## config.mk

```make
export PLATFORM = sky130hd
export DESIGN_NAME = cvalu_div_cell
export DESIGN_NICKNAME = d
export VERILOG_FILES = /design/src/rtl/cvalu_pkg.sv /design/src/rtl/cvalu_div_cell.sv
export SDC_FILE = /design/constraint.sdc
export NUM_CORES = 1
export LEC_CHECK = 0
export ABC_CLOCK_PERIOD_IN_PS = 11400
export BUFFER_PORTS_ARGS = -buffer_cell sky130_fd_sc_hd__buf_4
export CAP_MARGIN = 25
export CORE_AREA = 2 2 336 338
export DETAILED_ROUTE_END_ITERATION = 7
export DIE_AREA = 0 0 338 340
export GPL_ROUTABILITY_DRIVEN = 0
export RECOVER_POWER = 50
export SLEW_MARGIN = 10
export SYNTH_ARGS = -nofsm -noshare
export SYNTH_HDL_FRONTEND = slang
export SYNTH_SLANG_ARGS = --single-unit
```

## constraint.sdc

```tcl
create_clock -name i_clk -period 11.4 [get_ports i_clk]
set_input_delay 2.28 -clock i_clk [delete_from_list [all_inputs] [get_ports i_clk]]
set_output_delay 2.28 -clock i_clk [all_outputs]
set_load 0.005 [all_outputs]
```

## src/rtl/cvalu_pkg.sv

```systemverilog
// Shared types, constants and helpers for the complex vector ALU.
`timescale 1ns / 1ps
package cvalu_pkg;

    // Fixed field width of every data value, and derived widths
    localparam int DATA_W    = 32;
    localparam int PW        = 2 * DATA_W;      // product / divisor width
    localparam int SW        = 2 * DATA_W + 1;  // exact sum of two products
    localparam int AW        = DATA_W + 1;      // sum of two data values
    localparam int QW        = DATA_W + 2;      // quotient bits, two above DATA_W for overflow
    localparam int CFG_IDX_W = 2;
    localparam int LATENCY   = QW + 4;          // accept edge to result edge

    // Request codes
    localparam logic [3:0] OP_ADD    = 4'd0;
    localparam logic [3:0] OP_ADD_RE = 4'd1;
    localparam logic [3:0] OP_ADD_IM = 4'd2;
    localparam logic [3:0] OP_SUB    = 4'd3;
    localparam logic [3:0] OP_MUL    = 4'd4;
    localparam logic [3:0] OP_SCALE  = 4'd5;
    localparam logic [3:0] OP_DIV    = 4'd6;
    localparam logic [3:0] OP_DIV_RE = 4'd7;
    localparam logic [3:0] OP_MAGSQ  = 4'd8;

    // Configuration register indexes
    localparam logic [CFG_IDX_W-1:0] CFG_SCALAR_RE = 2'd0;
    localparam logic [CFG_IDX_W-1:0] CFG_SCALAR_IM = 2'd1;

    // Saturation bounds
    localparam logic signed [DATA_W-1:0] POS_W = {1'b0, {(DATA_W-1){1'b1}}};
    localparam logic signed [DATA_W-1:0] NEG_W = {1'b1, {(DATA_W-1){1'b0}}};
    localparam logic signed [SW-1:0] S_POS = {{(DATA_W+2){1'b0}}, {(DATA_W-1){1'b1}}};
    localparam logic signed [SW-1:0] S_NEG = {{(DATA_W+2){1'b1}}, {(DATA_W-1){1'b0}}};
    localparam logic [QW-1:0] Q_POS = {3'b000, {(DATA_W-1){1'b1}}};
    localparam logic [QW-1:0] Q_NEG = {3'b001, {(DATA_W-1){1'b0}}};

    typedef struct packed {
        logic [3:0]               req_type;
        logic signed [DATA_W-1:0] a_re;
        logic signed [DATA_W-1:0] a_im;
        logic signed [DATA_W-1:0] b_re;
        logic signed [DATA_W-1:0] b_im;
        logic                     use_scalar;
        logic                     is_last;
    } t_in_beat;

    typedef struct packed {
        logic signed [DATA_W-1:0] res_re;
        logic signed [DATA_W-1:0] res_im;
        logic                     div_by_zero;
        logic                     saturated;
        logic                     last_out;
    } t_out_beat;

    // Data that rides along the divider chain with each element
    typedef struct packed {
        logic                     valid;
        logic                     last;
        logic                     is_div;
        logic                     dz;
        logic                     neg_re;
        logic                     neg_im;
        logic signed [DATA_W-1:0] byp_re;
        logic signed [DATA_W-1:0] byp_im;
        logic                     byp_sat;
    } t_side;

    typedef struct packed {
        t_side           side;
        logic [PW-1:0]   mag_re;
        logic [PW-1:0]   mag_im;
        logic [PW-1:0]   dvsr;
    } t_lane;

    typedef struct packed {
        logic signed [DATA_W-1:0] val;
        logic                     sat;
    } t_sat;

    // Clip an exact signed value to the data range
    function automatic t_sat sat_wide(input logic signed [SW-1:0] v);
        t_sat r;
        r.sat = 1'b0;
        r.val = v[DATA_W-1:0];
        if (v > S_POS) begin
            r.val = POS_W;
            r.sat = 1'b1;
        end else if (v < S_NEG) begin
            r.val = NEG_W;
            r.sat = 1'b1;
        end
        return r;
    endfunction

    // Apply sign to a quotient magnitude and clip
    function automatic t_sat sat_quo(input logic [QW-1:0] q, input logic neg);
        t_sat r;
        r.sat = 1'b0;
        r.val = neg ? -$signed(q[DATA_W-1:0]) : $signed(q[DATA_W-1:0]);
        if (!neg && q > Q_POS) begin
            r.val = POS_W;
            r.sat = 1'b1;
        end else if (neg && q > Q_NEG) begin
            r.val = NEG_W;
            r.sat = 1'b1;
        end
        return r;
    endfunction

endpackage

```

## src/rtl/cvalu_div_cell.sv

```systemverilog
// One restoring-division cell: decides one quotient bit for both parts.
`timescale 1ns / 1ps
module cvalu_div_cell #(
    parameter int K  = 0,
    parameter int RW = 114
) (
    input  logic                          i_clk,
    input  logic                          i_rst_n,
    input  cvalu_pkg::t_side              i_side,
    input  logic [RW-1:0]                 i_rem_re,
    input  logic [RW-1:0]                 i_rem_im,
    input  logic [cvalu_pkg::QW-1:0]      i_q_re,
    input  logic [cvalu_pkg::QW-1:0]      i_q_im,
    input  logic [cvalu_pkg::PW-1:0]      i_dvsr,
    output cvalu_pkg::t_side              o_side,
    output logic [RW-1:0]                 o_rem_re,
    output logic [RW-1:0]                 o_rem_im,
    output logic [cvalu_pkg::QW-1:0]      o_q_re,
    output logic [cvalu_pkg::QW-1:0]      o_q_im,
    output logic [cvalu_pkg::PW-1:0]      o_dvsr
);
    import cvalu_pkg::*;

    logic [RW-1:0] w_dk;
    logic          w_ge_re, w_ge_im;
    t_side         r_side;
    logic [RW-1:0] r_rem_re, r_rem_im, n_rem_re, n_rem_im;
    logic [QW-1:0] r_q_re, r_q_im, n_q_re, n_q_im;
    logic [PW-1:0] r_dvsr;

    // Trial subtract of the divisor at this bit weight
    assign w_dk    = RW'(i_dvsr) << K;
    assign w_ge_re = i_rem_re >= w_dk;
    assign w_ge_im = i_rem_im >= w_dk;

    always_comb begin
        n_rem_re  = w_ge_re ? i_rem_re - w_dk : i_rem_re;
        n_rem_im  = w_ge_im ? i_rem_im - w_dk : i_rem_im;
        n_q_re    = i_q_re;
        n_q_im    = i_q_im;
        n_q_re[K] = w_ge_re;
        n_q_im[K] = w_ge_im;
    end

    // Pass everything to the next cell
    always_ff @(posedge i_clk) begin
        if (!i_rst_n) begin
            r_side <= '0;
        end else begin
            r_side <= i_side;
        end
        r_rem_re <= n_rem_re;
        r_rem_im <= n_rem_im;
        r_q_re   <= n_q_re;
        r_q_im   <= n_q_im;
        r_dvsr   <= i_dvsr;
    end

    assign o_side   = r_side;
    assign o_rem_re = r_rem_re;
    assign o_rem_im = r_rem_im;
    assign o_q_re   = r_q_re;
    assign o_q_im   = r_q_im;
    assign o_dvsr   = r_dvsr;

endmodule

```

Yosys cells after proc, flatten, opt, wreduce, memory -nomap -nowiden --
Cells that the tools add are included.
Cells by class: magnitude comparators 2, mux-type cells 2, add/subtract/negate cells 2
Operator list (count):
- $ge 114x64->1 | 2
- $mux 114 | 2
- $sub 114x64->114 | 2
Storage, ports and cells: register bits 431, output and inout bits 431, word-level logic and storage cells 20, bits of input ports 433

Longest topological paths before layout --
word-level depth 2, gate-level depth with buffers 17, depth with buffers taken out 15

Worst setup path after synthesis --
OpenSTA, ideal clock, no wires.
path type input port to flip-flop, from input port i_dvsr[23] in the netlist's numbering, to register r_rem_im[51], in the netlist o_rem_im[51], data required time 11.283 ns, data arrival time 5.246 ns, path buffers 2, slack 6.038 ns, setup time 0.117 ns, stages on the path 14, path through inv_1 > ha_1 > clkbuf_1 > nand4_1 > nor4_1 > nand2_1 > a211oi_1 > o311ai_0 > a21oi_1 > nor2_2 > buf_2 > or4b_2 > o211ai_1 > nor2_1
On the way: word-level cells in the longest chain between the ends 2
Ends and longest elaborated chain:
- from (decl) | line cvalu_div_cell.sv:14 | input logic [cvalu_pkg::PW-1:0] i_dvsr,
- $sub 114x64->114 / $ge 114x64->1 (equally long branches) | line cvalu_div_cell.sv:38, cvalu_div_cell.sv:34
- $mux 114 (*) | line cvalu_div_cell.sv:38 | n_rem_im = w_ge_im ? i_rem_im - w_dk : i_rem_im;
- net n_rem_im[51] | line cvalu_div_cell.sv:27 | logic [RW-1:0] r_rem_re, r_rem_im, n_rem_re, n_rem_im;
- to (signal assigned) | line cvalu_div_cell.sv:53 | r_rem_im <= n_rem_im;
- to (decl) | line cvalu_div_cell.sv:27
Mark *: on every way through the listed nets, which the timed path passes. The rest lies on a longest branch. A chain may end at the register's enable or synchronous reset.

Worst setup path after layout --
from input port i_dvsr[29] in the netlist's numbering, to register r_rem_im[51], in the netlist o_rem_im[51]
The elaborated chain is that of the path after synthesis.

==> impl_metrics.tcl <==
set metrics [dict create \
    io_pins 864 \
    slew_violations 72 \
    start_util_pct 19.5 \
    leakage_nw 13.4 \
    final_nets 3932 \
    worst_pin_slew_ns 2.31 \
    syn_area_um2 21800 \
    fin_ws_ns 4.43 \
    yosys.cell_types.count 83 \
    grt_pass1_vias 22100 \
    worst_setup_path_end_kind "register" \
    max_freq_mhz 143 \
    drc 0 \
    postCtsSetupBuffers 0 \
    path_clk_slew_ns 0.07 \
    numClockSinks 431 \
    cts_made_buffers 54 \
    dp_slack_ns 3.93 \
    ys_warn_count 0 \
    overflow 0 \
    wl_per_cell_um 26.0 \
    critPathLaunchType "input pin" \
    ir_drop_mv 0.101 \
    slowest_stage "or4b_2" \
    antenna_left 0 \
    hold_path.class "in2reg" \
    arrival_ns 7.50 \
    synth_ff_type "dfxtp_1" \
    detailedPlacementHpwl_um 110000 \
    drive_gt1_share_pct 25.8 \
    path_cells "clkbuf_1, inv_1, ha_1, nand4_1, nor4_1, nand2_1, a211oi_1, o311ai_0, a21oi_1, nor2_4, buf_4, or4b_2, o211ai_1, nor2_1" \
    syn_avg_cell_area_um2 8.54 \
    final_common_cell "buf_4" \
    num_vias 22800 \
    die_h_um 340 \
    rsz0062_at_grt "no" \
    io_buffers 861 \
    violations "capacitance limit, slew limit" \
    core_area_um2 112000 \
    drt_pass1_iterations 6 \
    critPathMaxStageDelay_ns 0.74 \
    drt-total-wl_um 128000 \
    netlist_instances 2549 \
    synth_fp_nets 3112 \
    fp.dieW_um 338 \
    antenna_found_initial 48 \
    synth_edf_count 0 \
    cts_root_buf "clkbuf_16" \
    synth_seq_cells 431 \
    area_growth_pct 43.3 \
    drt_iter0_drc 1570 \
    grt_pass1_wl_um 172000 \
    fin_crit_ns 6.97 \
    cts_tree "built" \
    h-tree-depth 2 \
    cts_max_path_buffers 3 \
    die_area_um2 115000 \
    crit_type "in2reg" \
    maxCapViolCount 1 \
    final_cell_mix "514 x buf_4, 431 x dfxtp_1, 228 x a21oi_1, 219 x clkbuf_4, 211 x nand2_1" \
    fp-row-count 123 \
    finalHoldViolCount 0 \
    tns_ns 0 \
    finalSetupViolations 0 \
    crit_fanout 105 \
    vias_per_cell 4.64 \
    finalCritPeriodShare_pct 61.2 \
    status "finished with violations" \
    synth_seq_area_share_pct 39.6 \
    grt_use_total_pct 21.3 \
    hold_buffers 0 \
    cts_resized 0 \
    crit_required_ns 11.93 \
    grt_max_degree 106 \
    async_flop_share_pct 0 \
    slew-limit-headroom_pct -53.8 \
    p_per_area_nw_per_um2 152 \
]
synthesized netlist by cell type, types with 20 or more instances:
library cell | count | share of area, %
nor2b_1 | 20 | 0.57
nor2_1 | 192 | 3.3
nand3_1 | 49 | 1.1
a21oi_1 | 228 | 5.2
nand4_1 | 78 | 2.2
xor2_1 | 109 | 4.4
or4_1 | 22 | 0.76
a211oi_1 | 20 | 0.69
o21a_1 | 20 | 0.69
nand2_1 | 211 | 3.6
o21ai_0 | 153 | 3.5
a21o_1 | 66 | 2.3
dfxtp_1 | 431 | 40
nor4_1 | 36 | 1.0
clkbuf_1 | 90 | 1.6
nor3_1 | 75 | 1.7
or3_1 | 32 | 0.92
xnor2_1 | 108 | 4.3
o21bai_1 | 36 | 1.2
and2_1 | 80 | 2.3
ha_1 | 128 | 7.4
inv_1 | 109 | 1.9
cell type report:
cell class | instances | area, µm²
Multi-Input combinational cell | 1896 | 12300
Tap cell | 1500 | 1880
Antenna cell | 18 | 45.0
Sequential cell | 431 | 8630
Fill cell | 12100 | 80400
Clock inverter | 28 | 395
Inverter | 110 | 415
Clock buffer | 69 | 1520
Timing Repair Buffer | 876 | 6040
through the flow:
stage | hold WS (ns) | area [µm²] | power, mW | instances | util, %
final | 1.73 | 31200 | 4.74 | 4928 | 28.0
after global routing | 1.69 | 31200 | 4.95 | 4920 | 27.9
after CTS | 1.64 | 31700 | 4.85 | 4909 | 28.4
after detailed placement | 2.39 | 29800 | 2.93 | 4812 | 26.7
after global placement | 2.38 | 29800 | 2.93 | 4812 | 26.7
after floorplan | 2.31 | 21800 | 2.24 | 2549 | -
path summary, 6_finish.rpt:
| check | from | to | slack, ns | cells past startpoint |
|---|---|---|---|---|
| worst min-delay path | i_q_re[6] | o_q_re[6] | 1.73 | 1 |
| worst max-delay path | i_dvsr[29] | o_rem_im[51] | 4.43 | 14 |
state kept, by name (all words and copies together), names as in the netlist:
name	flops
o_rem_re	114
o_side	71
o_dvsr	64
o_q_re	34
o_q_im	34
o_rem_im	114
per-layer routing:
layer,global-route usage (%),up-vias,routed length (µm)
met1,23.9,10800,49100
met4,8.18,42,5440
met3,6.72,237,11100
met5,0,-,270
met2,37.3,1055,62000
li1,-,10700,-
where the power goes:
part	switching [mW]	total (mW)	internal, mW
combinational	0.645	1.13	0.486
sequential	0.0526	1.72	1.67
clock	0.756	1.88	1.12
total	1.45	4.74	3.28
worst max-delay path: cells and delay by family:
family / cells / cell delay (ns)
AND/OR/NAND/NOR: 6 / 1.99
AO/OA/AOI/OAI: 4 / 1.83
buffers and inverters: 3 / 0.80
adder cells (fa/ha/maj): 1 / 0.51
cell families after synthesis:
group	Yosys count	share of synthesized area [%]
simple gates	899	21.5
compound gates	633	17.8
flops	431	39.6
buf+inv	222	4.00
xor+xnor	217	8.73
fa+ha+maj	130	7.54
mux	17	0.879
Power figures use the tool's default switching activity.
